===== config.mk =====
export PLATFORM = sky130hd
export DESIGN_NAME = graph_coloring_backtrack_unit
export DESIGN_NICKNAME = d
export VERILOG_FILES = /design/src/gcb_pkg.sv /design/src/gcb_ram.sv /design/src/gcb_ctrl.sv /design/src/graph_coloring_backtrack_unit.sv
export SDC_FILE = /design/constraint.sdc
export NUM_CORES = 2
export LEC_CHECK = 0
export BUFFER_PORTS_ARGS = -buffer_cell sky130_fd_sc_hd__clkbuf_2
export CAP_MARGIN = 15
export CORE_AREA = 2 2 502 504
export DETAILED_ROUTE_END_ITERATION = 16
export DIE_AREA = 0 0 504 506
export PLACE_DENSITY = 0.39
export SLEW_MARGIN = 20
export SYNTH_ARGS = -nofsm -noshare
export SYNTH_HDL_FRONTEND = slang
export SYNTH_SLANG_ARGS = --single-unit

===== constraint.sdc =====
create_clock -name clock -period 9.24 [get_ports clock]
set_clock_uncertainty 0.1 [all_clocks]
set_input_delay 1.848 -clock clock [delete_from_list [all_inputs] [get_ports clock]]
set_output_delay 1.848 -clock clock [all_outputs]
set_load 0.01 [all_outputs]

===== src/gcb_pkg.sv =====
// ----------------------------------------------------------------------------
// gcb_pkg
// shared types, codes and sizes of the graph coloring backtrack unit
// ----------------------------------------------------------------------------
package gcb_pkg;

   // fixed field widths of the transaction payloads
   localparam int TYPE_W   = 2;
   localparam int NODE_W   = 6;
   localparam int COLOR_W  = 4;
   localparam int STATUS_W = 3;
   localparam int DATA_W   = 16;

   // tdata layout, lowest bit up
   localparam int NODE_A_LSB = 0;
   localparam int NODE_B_LSB = NODE_W;
   localparam int RSP_NODE_LSB  = 0;
   localparam int RSP_COLOR_LSB = NODE_W;

   // wide enough to compare any node number against any node count
   localparam int CMP_W      = NODE_W + 1;
   // one bit per color code, code 0 included
   localparam int COLOR_SPAN = 1 << COLOR_W;
   // next color to try, may run one past the largest code
   localparam int START_W    = COLOR_W + 1;

   localparam int DEF_MAX_NODES  = 32;
   localparam int DEF_MAX_COLORS = 15;

   localparam logic [NODE_W-1:0]  NODE_COUNT_RESET  = '0;
   localparam logic [COLOR_W-1:0] COLOR_COUNT_RESET = COLOR_W'(4);

   typedef enum logic [TYPE_W-1:0] {
      REQ_SET_EDGE   = 2'd0,
      REQ_CLEAR_EDGE = 2'd1,
      REQ_START      = 2'd2
   } gcb_req_type;

   typedef enum logic [STATUS_W-1:0] {
      ST_EDGE_OK  = 3'd0,
      ST_BAD_NODE = 3'd1,
      ST_NOT_ADJ  = 3'd2,
      ST_FOUND    = 3'd3,
      ST_NONE     = 3'd4
   } gcb_status_type;

   typedef enum logic {
      CSR_NODE_COUNT  = 1'b0,
      CSR_COLOR_COUNT = 1'b1
   } gcb_csr_type;

   typedef enum logic [3:0] {
      S_IDLE,
      S_EDGE_A_WR,
      S_EDGE_B_RD,
      S_EDGE_B_WR,
      S_SINGLE_RSP,
      S_ROW_RD,
      S_ROW_CAP,
      S_SCAN,
      S_PICK,
      S_BACK,
      S_OUT_RD,
      S_OUT_EMIT
   } gcb_state_type;

   // one result handed from the sequencer to the output register
   typedef struct packed {
      logic                valid;
      gcb_status_type      status;
      logic [NODE_W-1:0]   node;
      logic [COLOR_W-1:0]  color;
      logic                last;
   } gcb_rsp_type;

endpackage


===== src/gcb_ram.sv =====
// ----------------------------------------------------------------------------
// gcb_ram
// simple dual port ram, one write and one registered read port
// ----------------------------------------------------------------------------
module gcb_ram #(
   parameter int WIDTH = 8,
   parameter int DEPTH = 32,
   parameter int AW    = $clog2(DEPTH)
) (
   input  logic             clock,
   input  logic             wr_en,
   input  logic [AW-1:0]    wr_addr,
   input  logic [WIDTH-1:0] wr_data,
   input  logic             rd_en,
   input  logic [AW-1:0]    rd_addr,
   output logic [WIDTH-1:0] rd_data
);

   logic [WIDTH-1:0] mem [DEPTH];
   logic [WIDTH-1:0] rd_data_ff;

   always_ff @(posedge clock) begin
      if (wr_en) begin
         mem[wr_addr] <= wr_data;
      end
      if (rd_en) begin
         rd_data_ff <= mem[rd_addr];
      end
   end

   assign rd_data = rd_data_ff;

endmodule


===== src/gcb_ctrl.sv =====
// ----------------------------------------------------------------------------
// gcb_ctrl
// request sequencer: edge updates and backtracking search over the rams
// ----------------------------------------------------------------------------
module gcb_ctrl
   import gcb_pkg::*;
#(
   parameter int MAX_NODES = DEF_MAX_NODES,
   parameter int NW        = $clog2(MAX_NODES + 1),
   parameter int AW        = $clog2(MAX_NODES)
) (
   input  logic               clock,
   input  logic               reset,
   input  logic               req_valid,
   output logic               req_ready,
   input  logic [TYPE_W-1:0]  req_kind,
   input  logic [NODE_W-1:0]  node_a,
   input  logic [NODE_W-1:0]  node_b,
   input  logic [NW-1:0]      n_eff,
   input  logic [COLOR_W-1:0] c_eff,
   input  logic               slot_free,
   output gcb_rsp_type        emit,
   // adjacency ram
   output logic               adj_we,
   output logic [AW-1:0]      adj_waddr,
   output logic [MAX_NODES-1:0] adj_wdata,
   output logic               adj_re,
   output logic [AW-1:0]      adj_raddr,
   input  logic [MAX_NODES-1:0] adj_rdata,
   // node color ram
   output logic               col_we,
   output logic [AW-1:0]      col_waddr,
   output logic [COLOR_W-1:0] col_wdata,
   output logic               col_re,
   output logic [AW-1:0]      col_raddr,
   input  logic [COLOR_W-1:0] col_rdata
);

   gcb_state_type state_ff, state_in;

   logic [AW-1:0]         a_ff, a_in;
   logic [AW-1:0]         b_ff, b_in;
   logic                  clear_ff, clear_in;
   gcb_status_type        status_ff, status_in;
   logic [NW-1:0]         cur_ff, cur_in;
   logic [START_W-1:0]    start_ff, start_in;
   logic [NW-1:0]         scan_ff, scan_in;
   logic                  pend_ff, pend_in;
   logic [COLOR_SPAN-1:0] used_ff, used_in;
   logic [MAX_NODES-1:0]  row_ff, row_in;
   logic [AW-1:0]         radr_ff, radr_in;
   logic [MAX_NODES-1:0]  valid_ff, valid_in;
   logic [NW-1:0]         out_ff, out_in;

   logic                  accept;
   logic                  bad_node;
   logic [MAX_NODES-1:0]  adj_row;
   logic [MAX_NODES-1:0]  one_hot_b;
   logic [MAX_NODES-1:0]  one_hot_a;
   logic [COLOR_W-1:0]    pick;
   logic                  pick_ok;
   logic                  scan_more;
   logic                  out_last;

   assign accept   = req_valid && req_ready;
   assign bad_node = (node_a == '0) || (node_b == '0) ||
                     (CMP_W'(node_a) > CMP_W'(n_eff)) || (CMP_W'(node_b) > CMP_W'(n_eff));

   // rows never written read as empty
   assign adj_row   = valid_ff[radr_ff] ? adj_rdata : '0;
   assign one_hot_b = MAX_NODES'(1) << b_ff;
   assign one_hot_a = MAX_NODES'(1) << a_ff;
   assign scan_more = scan_ff < cur_ff;
   assign out_last  = out_ff == n_eff;

   // lowest color in start..c_eff not held by a lower neighbor
   always_comb begin
      pick    = '0;
      pick_ok = 1'b0;
      for (int c = COLOR_SPAN - 1; c >= 1; c--) begin
         if (!used_ff[c] && (START_W'(c) >= start_ff) && (COLOR_W'(c) <= c_eff)) begin
            pick    = COLOR_W'(c);
            pick_ok = 1'b1;
         end
      end
   end

   // next state
   always_comb begin
      state_in = state_ff;
      unique case (state_ff)
         S_IDLE: begin
            if (accept) begin
               case (req_kind) inside
                  REQ_SET_EDGE, REQ_CLEAR_EDGE: begin
                     state_in = bad_node ? S_SINGLE_RSP : S_EDGE_A_WR;
                  end
                  REQ_START: begin
                     state_in = (n_eff == '0) ? S_SINGLE_RSP : S_ROW_RD;
                  end
                  default: state_in = S_IDLE;
               endcase
            end
         end
         S_EDGE_A_WR: begin
            state_in = (clear_ff && !adj_row[b_ff]) ? S_SINGLE_RSP : S_EDGE_B_RD;
         end
         S_EDGE_B_RD:  state_in = S_EDGE_B_WR;
         S_EDGE_B_WR:  state_in = S_SINGLE_RSP;
         S_SINGLE_RSP: state_in = slot_free ? S_IDLE : S_SINGLE_RSP;
         S_ROW_RD:     state_in = S_ROW_CAP;
         S_ROW_CAP:    state_in = S_SCAN;
         S_SCAN:       state_in = (!scan_more && !pend_ff) ? S_PICK : S_SCAN;
         S_PICK: begin
            if (pick_ok) begin
               state_in = (cur_ff == n_eff) ? S_OUT_RD : S_ROW_RD;
            end else begin
               state_in = (cur_ff == NW'(1)) ? S_SINGLE_RSP : S_BACK;
            end
         end
         S_BACK:       state_in = S_ROW_RD;
         S_OUT_RD:     state_in = S_OUT_EMIT;
         S_OUT_EMIT: begin
            if (slot_free) begin
               state_in = out_last ? S_IDLE : S_OUT_RD;
            end
         end
         default:      state_in = S_IDLE;
      endcase
   end

   // outputs and datapath
   always_comb begin
      a_in      = a_ff;
      b_in      = b_ff;
      clear_in  = clear_ff;
      status_in = status_ff;
      cur_in    = cur_ff;
      start_in  = start_ff;
      scan_in   = scan_ff;
      pend_in   = pend_ff;
      used_in   = used_ff;
      row_in    = row_ff;
      radr_in   = radr_ff;
      valid_in  = valid_ff;
      out_in    = out_ff;
      req_ready = 1'b0;
      emit      = '0;
      adj_we    = 1'b0;
      adj_waddr = a_ff;
      adj_wdata = '0;
      adj_re    = 1'b0;
      adj_raddr = a_ff;
      col_we    = 1'b0;
      col_waddr = AW'(cur_ff - NW'(1));
      col_wdata = pick;
      col_re    = 1'b0;
      col_raddr = AW'(scan_ff - NW'(1));

      unique case (state_ff)
         S_IDLE: begin
            req_ready = 1'b1;
            a_in      = AW'(node_a - NODE_W'(1));
            b_in      = AW'(node_b - NODE_W'(1));
            clear_in  = req_kind == REQ_CLEAR_EDGE;
            cur_in    = NW'(1);
            start_in  = START_W'(1);
            if (accept) begin
               case (req_kind) inside
                  REQ_SET_EDGE, REQ_CLEAR_EDGE: begin
                     status_in = ST_BAD_NODE;
                     adj_re    = !bad_node;
                     adj_raddr = AW'(node_a - NODE_W'(1));
                     radr_in   = AW'(node_a - NODE_W'(1));
                  end
                  REQ_START: begin
                     status_in = ST_FOUND;
                  end
                  default: status_in = status_ff;
               endcase
            end
         end
         S_EDGE_A_WR: begin
            if (clear_ff && !adj_row[b_ff]) begin
               status_in = ST_NOT_ADJ;
            end else begin
               adj_we       = 1'b1;
               adj_waddr    = a_ff;
               adj_wdata    = clear_ff ? (adj_row & ~one_hot_b) : (adj_row | one_hot_b);
               valid_in[a_ff] = 1'b1;
            end
         end
         S_EDGE_B_RD: begin
            adj_re    = 1'b1;
            adj_raddr = b_ff;
            radr_in   = b_ff;
         end
         S_EDGE_B_WR: begin
            adj_we         = 1'b1;
            adj_waddr      = b_ff;
            adj_wdata      = clear_ff ? (adj_row & ~one_hot_a) : (adj_row | one_hot_a);
            valid_in[b_ff] = 1'b1;
            status_in      = ST_EDGE_OK;
         end
         S_SINGLE_RSP: begin
            emit.valid  = slot_free;
            emit.status = status_ff;
            emit.last   = 1'b1;
         end
         S_ROW_RD: begin
            adj_re    = 1'b1;
            adj_raddr = AW'(cur_ff - NW'(1));
            radr_in   = AW'(cur_ff - NW'(1));
         end
         S_ROW_CAP: begin
            row_in  = adj_row;
            scan_in = NW'(1);
            pend_in = 1'b0;
            used_in = '0;
         end
         S_SCAN: begin
            // a read issued last cycle lands now
            if (pend_ff) begin
               used_in = used_ff | (COLOR_SPAN'(1) << col_rdata);
            end
            if (scan_more) begin
               col_re  = row_ff[AW'(scan_ff - NW'(1))];
               pend_in = row_ff[AW'(scan_ff - NW'(1))];
               scan_in = scan_ff + NW'(1);
            end else begin
               pend_in = 1'b0;
            end
         end
         S_PICK: begin
            if (pick_ok) begin
               col_we   = 1'b1;
               start_in = START_W'(1);
               if (cur_ff == n_eff) begin
                  out_in = NW'(1);
               end else begin
                  cur_in = cur_ff + NW'(1);
               end
            end else if (cur_ff == NW'(1)) begin
               status_in = ST_NONE;
            end else begin
               // step back and resume after the previous node's color
               cur_in    = cur_ff - NW'(1);
               col_re    = 1'b1;
               col_raddr = AW'(cur_ff - NW'(2));
            end
         end
         S_BACK: begin
            start_in = START_W'(col_rdata) + START_W'(1);
         end
         S_OUT_RD: begin
            col_re    = 1'b1;
            col_raddr = AW'(out_ff - NW'(1));
         end
         S_OUT_EMIT: begin
            emit.valid  = slot_free;
            emit.status = ST_FOUND;
            emit.node   = NODE_W'(out_ff);
            emit.color  = col_rdata;
            emit.last   = out_last;
            if (slot_free) begin
               out_in = out_ff + NW'(1);
            end
         end
         default: begin
         end
      endcase
   end

   always_ff @(posedge clock) begin
      if (reset) begin
         state_ff <= S_IDLE;
         valid_ff <= '0;
         pend_ff  <= 1'b0;
      end else begin
         state_ff <= state_in;
         valid_ff <= valid_in;
         pend_ff  <= pend_in;
      end
   end

   always_ff @(posedge clock) begin
      a_ff      <= a_in;
      b_ff      <= b_in;
      clear_ff  <= clear_in;
      status_ff <= status_in;
      cur_ff    <= cur_in;
      start_ff  <= start_in;
      scan_ff   <= scan_in;
      used_ff   <= used_in;
      row_ff    <= row_in;
      radr_ff   <= radr_in;
      out_ff    <= out_in;
   end

endmodule


===== src/graph_coloring_backtrack_unit.sv =====
// ----------------------------------------------------------------------------
// graph_coloring_backtrack_unit
// adjacency matrix with edge set/clear and a backtracking graph coloring search
// ----------------------------------------------------------------------------
//  channel | direction | handshake             | payload
//  req     | in        | req_tvalid/req_tready | tuser kind, tdata node_a node_b
//  rsp     | out       | rsp_tvalid/rsp_tready | tuser status, tdata node color, tlast
//  csr     | in        | csr_valid/csr_ready   | csr_index, csr_wdata
//
//  set or clear edge: read row a, write it, read row b, write it, respond;
//  a bad node responds without any ram access, a missing edge without any write
//  search: each node visit reads its row, then reads the color of each lower node
//  that is a neighbor, one at a time through the single read port of the color ram,
//  then picks a color; a backtrack adds a read of the previous node's color
//  success sends one result per node, each a color ram read, then a send
//  reset: control state clears at once, adjacency rows read empty until written
//  a stalled rsp channel holds the search at its next send; one result waits in the
//  output register while the next request is taken
// ----------------------------------------------------------------------------
module graph_coloring_backtrack_unit
   import gcb_pkg::*;
#(
   parameter int MAX_NODES  = DEF_MAX_NODES,
   parameter int MAX_COLORS = DEF_MAX_COLORS
) (
   input  logic              clock,
   input  logic              reset,
   // request stream
   input  logic              req_tvalid,
   output logic              req_tready,
   input  logic [DATA_W-1:0] req_tdata,   // node_a[5:0], node_b[11:6], zero[15:12]
   input  logic [TYPE_W-1:0] req_tuser,   // req_type[1:0]
   // result stream
   output logic              rsp_tvalid,
   input  logic              rsp_tready,
   output logic [DATA_W-1:0] rsp_tdata,   // node[5:0], color[9:6], zero[15:10]
   output logic [STATUS_W-1:0] rsp_tuser, // status[2:0]
   output logic              rsp_tlast,
   // register writes
   input  logic              csr_valid,
   output logic              csr_ready,
   input  logic              csr_index,
   input  logic [NODE_W-1:0] csr_wdata
);

   localparam int NW = $clog2(MAX_NODES + 1);
   localparam int AW = $clog2(MAX_NODES);

   // configuration registers
   logic [NODE_W-1:0]  node_count_ff, node_count_in;
   logic [COLOR_W-1:0] color_count_ff, color_count_in;
   logic [NW-1:0]      n_eff;
   logic [COLOR_W-1:0] c_eff;

   // output register
   logic               rsp_valid_ff, rsp_valid_in;
   gcb_status_type     rsp_status_ff, rsp_status_in;
   logic [NODE_W-1:0]  rsp_node_ff, rsp_node_in;
   logic [COLOR_W-1:0] rsp_color_ff, rsp_color_in;
   logic               rsp_last_ff, rsp_last_in;
   logic               slot_free;
   gcb_rsp_type        emit;

   // ram connections
   logic                 adj_we, adj_re;
   logic [AW-1:0]        adj_waddr, adj_raddr;
   logic [MAX_NODES-1:0] adj_wdata, adj_rdata;
   logic                 col_we, col_re;
   logic [AW-1:0]        col_waddr, col_raddr;
   logic [COLOR_W-1:0]   col_wdata, col_rdata;

   assign csr_ready = 1'b1;

   // register write decode
   always_comb begin
      node_count_in  = node_count_ff;
      color_count_in = color_count_ff;
      if (csr_valid) begin
         unique case (gcb_csr_type'(csr_index))
            CSR_NODE_COUNT:  node_count_in  = csr_wdata;
            CSR_COLOR_COUNT: color_count_in = csr_wdata[COLOR_W-1:0];
            default: begin
            end
         endcase
      end
   end

   always_ff @(posedge clock) begin
      if (reset) begin
         node_count_ff  <= NODE_COUNT_RESET;
         color_count_ff <= COLOR_COUNT_RESET;
      end else begin
         node_count_ff  <= node_count_in;
         color_count_ff <= color_count_in;
      end
   end

   // oversized counts saturate at the build limits
   assign n_eff = (CMP_W'(node_count_ff) > CMP_W'(MAX_NODES)) ?
                  NW'(MAX_NODES) : NW'(node_count_ff);
   assign c_eff = (color_count_ff > COLOR_W'(MAX_COLORS)) ?
                  COLOR_W'(MAX_COLORS) : color_count_ff;

   // one-deep output register, loads when empty or draining
   assign slot_free = !rsp_valid_ff || rsp_tready;

   always_comb begin
      rsp_valid_in  = rsp_valid_ff && !rsp_tready;
      rsp_status_in = rsp_status_ff;
      rsp_node_in   = rsp_node_ff;
      rsp_color_in  = rsp_color_ff;
      rsp_last_in   = rsp_last_ff;
      if (emit.valid) begin
         rsp_valid_in  = 1'b1;
         rsp_status_in = emit.status;
         rsp_node_in   = emit.node;
         rsp_color_in  = emit.color;
         rsp_last_in   = emit.last;
      end
   end

   always_ff @(posedge clock) begin
      if (reset) begin
         rsp_valid_ff <= 1'b0;
      end else begin
         rsp_valid_ff <= rsp_valid_in;
      end
   end

   always_ff @(posedge clock) begin
      rsp_status_ff <= rsp_status_in;
      rsp_node_ff   <= rsp_node_in;
      rsp_color_ff  <= rsp_color_in;
      rsp_last_ff   <= rsp_last_in;
   end

   assign rsp_tvalid = rsp_valid_ff;
   assign rsp_tuser  = rsp_status_ff;
   assign rsp_tlast  = rsp_last_ff;
   assign rsp_tdata  = {{(DATA_W - NODE_W - COLOR_W){1'b0}}, rsp_color_ff, rsp_node_ff};

   // sequencer
   gcb_ctrl #(
      .MAX_NODES (MAX_NODES),
      .NW        (NW),
      .AW        (AW)
   ) u_ctrl (
      .clock     (clock),
      .reset     (reset),
      .req_valid (req_tvalid),
      .req_ready (req_tready),
      .req_kind  (req_tuser),
      .node_a    (req_tdata[NODE_A_LSB +: NODE_W]),
      .node_b    (req_tdata[NODE_B_LSB +: NODE_W]),
      .n_eff     (n_eff),
      .c_eff     (c_eff),
      .slot_free (slot_free),
      .emit      (emit),
      .adj_we    (adj_we),
      .adj_waddr (adj_waddr),
      .adj_wdata (adj_wdata),
      .adj_re    (adj_re),
      .adj_raddr (adj_raddr),
      .adj_rdata (adj_rdata),
      .col_we    (col_we),
      .col_waddr (col_waddr),
      .col_wdata (col_wdata),
      .col_re    (col_re),
      .col_raddr (col_raddr),
      .col_rdata (col_rdata)
   );

   // one adjacency row per node
   gcb_ram #(
      .WIDTH (MAX_NODES),
      .DEPTH (MAX_NODES),
      .AW    (AW)
   ) u_adj_ram (
      .clock   (clock),
      .wr_en   (adj_we),
      .wr_addr (adj_waddr),
      .wr_data (adj_wdata),
      .rd_en   (adj_re),
      .rd_addr (adj_raddr),
      .rd_data (adj_rdata)
   );

   // color per node, only read where written during the current search
   gcb_ram #(
      .WIDTH (COLOR_W),
      .DEPTH (MAX_NODES),
      .AW    (AW)
   ) u_col_ram (
      .clock   (clock),
      .wr_en   (col_we),
      .wr_addr (col_waddr),
      .wr_data (col_wdata),
      .rd_en   (col_re),
      .rd_addr (col_raddr),
      .rd_data (col_rdata)
   );

endmodule


==> metrics.md <==
| Metric | Value |
|---|---|
| Run status | completed |
| Post-route ant nets | 0 |
| Util after Layout | 26.74% |
| Vias in the first global route | 35690 |
| Area of the multi-input gates | 16460 µm² |
| WP data required | 9.57 ns |
| Setup ws final | 3.502 ns |
| Detailed placement HPWL | 96240 µm |
| Vias/cell | 4.628 |
| Core area | 250000 µm² |
| Critical Path AT | 6.06 ns |
| Synth cell types | 77 |
| P&R area growth vs syn | 16.91% |
| Startpoint Class | flip-flop |
| Worst hold margin | 0.3616 ns |
| Initial Util | 22.88% |
| Place WS | 3.060 ns |
| MaxCap Viol Count | 0 |
| Setup TNS | 0 ns |
| Site row count | 184 |
| Post-synth EDFFs | 1291 |
| Async SR Flop Fraction | 0% |
| Final wirelength | 175900 µm |
| CTS Root Cell | clkbuf_16 |
| Number of CTS-inserted buffers | 154 |
| Dpl cell area | 61870 µm² |
| Drc violations | 0 |
| Grt met1 use | 19.17% |
| Antenna violations before repair | 6 |
| Final period utilization | 62.10% |
| Synth top area cells | edfxtp_1 68%, a211oi_1 4.7%, nand2_1 4.6% |
| Vias | 35930 |
| Worst IR Drop VDD | 0.2006 mV |
| Fmax | 0.1743 GHz |
| Synthesized area | 57190 µm² |
| # IOs | 53 |
| Synth warnings | 0 |
| Die width | 504 µm |
| Die ar. | 255000 µm² |
| Clock slew at reported path FFs | 0.06 ns |
| Type of the most critical hold path | reg -> reg |
| First-pass GRT wire length | 256400 µm |
| Setup bufs post-CTS | 0 |
| Die Ht | 506 µm |
| Largest net degree at the start of global routing | 151 |
| CTS tree | built |
| Post-Layout Inst Area | 66860 µm² |
| Routability cong. | 0.8061 |
| Share of the synthesized area in the top cell type | 67.78% |
| Count of hold-fix buffers inserted at cts | 0 |
| CP Capture Type | flip-flop |
| Power Density | 226.4 nW/µm² |
| Final worst path period need | 5.738 ns |
| Pre-antenna DRT Iters | 6 |
| Synth area leader | edfxtp_1 |
| Post-CTS sizing | 0 |
| Leak pwr | 19.84 nW |
| Port bufs | 41 |
| Global-route met2 utilization | 21.39% |
| Worst-Skew Late Latency | 0.82 ns |
| GRT overflow | 0 |
| Flops & latches, synth | 1339 |
| Final slew viol count | 0 |
| Final std cells w/o fill | 7763 |
| Clk sink count | 1339 |
| Slew HR | 17.03% |
| Primary FF master, synth | edfxtp_1 |
| Power Total | 15.14 mW |
| Filler instances | 25730 |
| Sequential area share after synthesis | 69.46% |
| Violation count after the first detailed-routing iteration | 2856 |
| Setup CP Type | reg -> reg |
| Final setup vio count | 0 |
| Clock Tree Buf Depth | 3 |
| Max FO, Critical Path | 44 |
| Tightest Pin Transition | 1.242 ns |
| Fin. Hold Viols | 0 |
| All-Layer GR Usage | 13.50% |
| Synthesized instance count | 4304 |
| Post-Place Cells | 7489 |
| Share of cells above drive strength 1 | 11.40% |
| Layout Nets | 4366 |
| Max H-tree Level | 4 |
| Grt peak-use layer | met2 |
| DR WL/cell | 22.66 µm |
| Syn Area/Cell | 13.29 µm² |
| RSZ-0062 raised after global routing | false |
| M3 GR Usage | 2.130% |
| Sequential Area | 39730 µm² |
-- critical path, cell delays in order, from the launching register on --
cell,delay [ns]
edfxtp_1,0.64
mux4_2,0.47
mux4_2,0.23
mux2_2,0.69
o21ai_0,0.32
nand2_1,0.28
and3_2,0.28
buf_4,0.45
a22oi_1,0.17
buf_4,0.29
nor2_4,0.81
buf_4,0.54
-- Yosys cell counts, types with 39 or more instances --
| cell type | count |
|---|---|
| a211oi_1 | 358 |
| a21oi_1 | 159 |
| a22oi_1 | 44 |
| a311oi_1 | 128 |
| a31oi_1 | 138 |
| and2_1 | 243 |
| buf_2 | 102 |
| clkbuf_1 | 194 |
| dfxtp_1 | 48 |
| edfxtp_1 | 1291 |
| ha_1 | 39 |
| inv_1 | 66 |
| mux2i_1 | 52 |
| nand2_1 | 696 |
| nand3_1 | 40 |
| nor2_1 | 211 |
-- state kept, by name (all words and copies together) (netlist names), 4 cells and up --
register,cells
color_count_ff,4
node_count_ff,6
rsp_color_ff,4
rsp_node_ff,6
u_adj_ram.mem,1024
u_adj_ram.rd_data,32
u_col_ram.mem,128
u_col_ram.rd_data,4
u_ctrl.a_ff,5
u_ctrl.b_ff,5
u_ctrl.cur_ff,6
u_ctrl.out_ff,6
u_ctrl.radr_ff,5
u_ctrl.row_ff,32
u_ctrl.scan_ff,6
u_ctrl.start_ff,5
u_ctrl.state_ff,4
u_ctrl.used_ff,15
u_ctrl.valid_ff,32
-- routing by layer --
metal	vias to the layer above	wire, µm
met5	-	27
met4	4	3447
met3	224	7806
met2	851	80700
met1	18430	83910
li1	16420	-
-- cell type report --
cell class	count	share of cell area (%)
clock buffer	192	6.117
tap	3348	6.265
inverter	66	0.3705
antenna	2	0.007485
sequential	1339	59.42
clock inverter	80	1.304
timing repair buffer	159	1.894
multi-input combinational	2577	24.62
-- cell usage in the layout (no fill, tap or decap), types with 10 or more instances in the layout --
master        n
a211o_1      35
a211oi_1    358
a21o_1       12
a21oi_1     157
a22oi_1      44
a311oi_1    128
a31oi_1     138
and2_0       32
and2_1      243
and3_1       14
buf_12       14
buf_4       104
bufinv_16    14
clkbuf_1     32
clkbuf_16   157
clkbuf_2     41
clkinv_1     34
clkinv_2     17
dfxtp_1      48
edfxtp_1   1291
ha_1         39
inv_1        66
mux2_2       10
mux2i_1      52
mux4_2       31
nand2_1     694
nand2b_1     10
nand3_1      40
nand4_1      11
nor2_1      176
nor2_4       33
nor2b_1      22
nor3_1       31
o21a_1       13
o21ai_0      31
o22ai_2      23
o31ai_1      36
xnor2_1      32
xor2_1       13
-- cells by family (layout without fill, tap and decap cells) --
group                      after synthesis  after routing  synth area share [%]
AOI/OAI and AO/OA                     1048           1048                 13.09
DFF                                   1339           1339                 69.46
other                                    2              9               0.01313
and+or+nand+nor                       1345           1345                 10.67
muxes                                   93             93                 2.328
adders and majority gates               39             39                0.8532
buffers and inverters                  393            497                 2.888
xor gates and xnor gates                45             45                0.6891
-- worst paths after layout --
| check | slack [ns] | start | to | depth (start not counted) |
|---|---|---|---|---|
| setup / recovery | 3.50 | u_ctrl.radr_ff[0] | u_adj_ram.mem[29][23] | 11 |
| hold / removal | 0.36 | u_ctrl.valid_ff[30] | u_ctrl.valid_ff[30] | 2 |
| setup reg to reg | 3.50 | u_ctrl.radr_ff[0] | u_adj_ram.mem[29][23] | 11 |
| hold reg to reg | 0.36 | u_ctrl.valid_ff[30] | u_ctrl.valid_ff[30] | 2 |
-- where the power goes --
group          internal [mW]  total, mW  leakage [nW]  switching (mW)
Sequential              6.66       6.74          10.1          0.0770
Combinational          0.743       2.31          7.36            1.57
Clock                   3.54       6.09          2.41            2.55
Total                   10.9       15.1          19.8            4.19
Power figures use the tool's default switching activity.
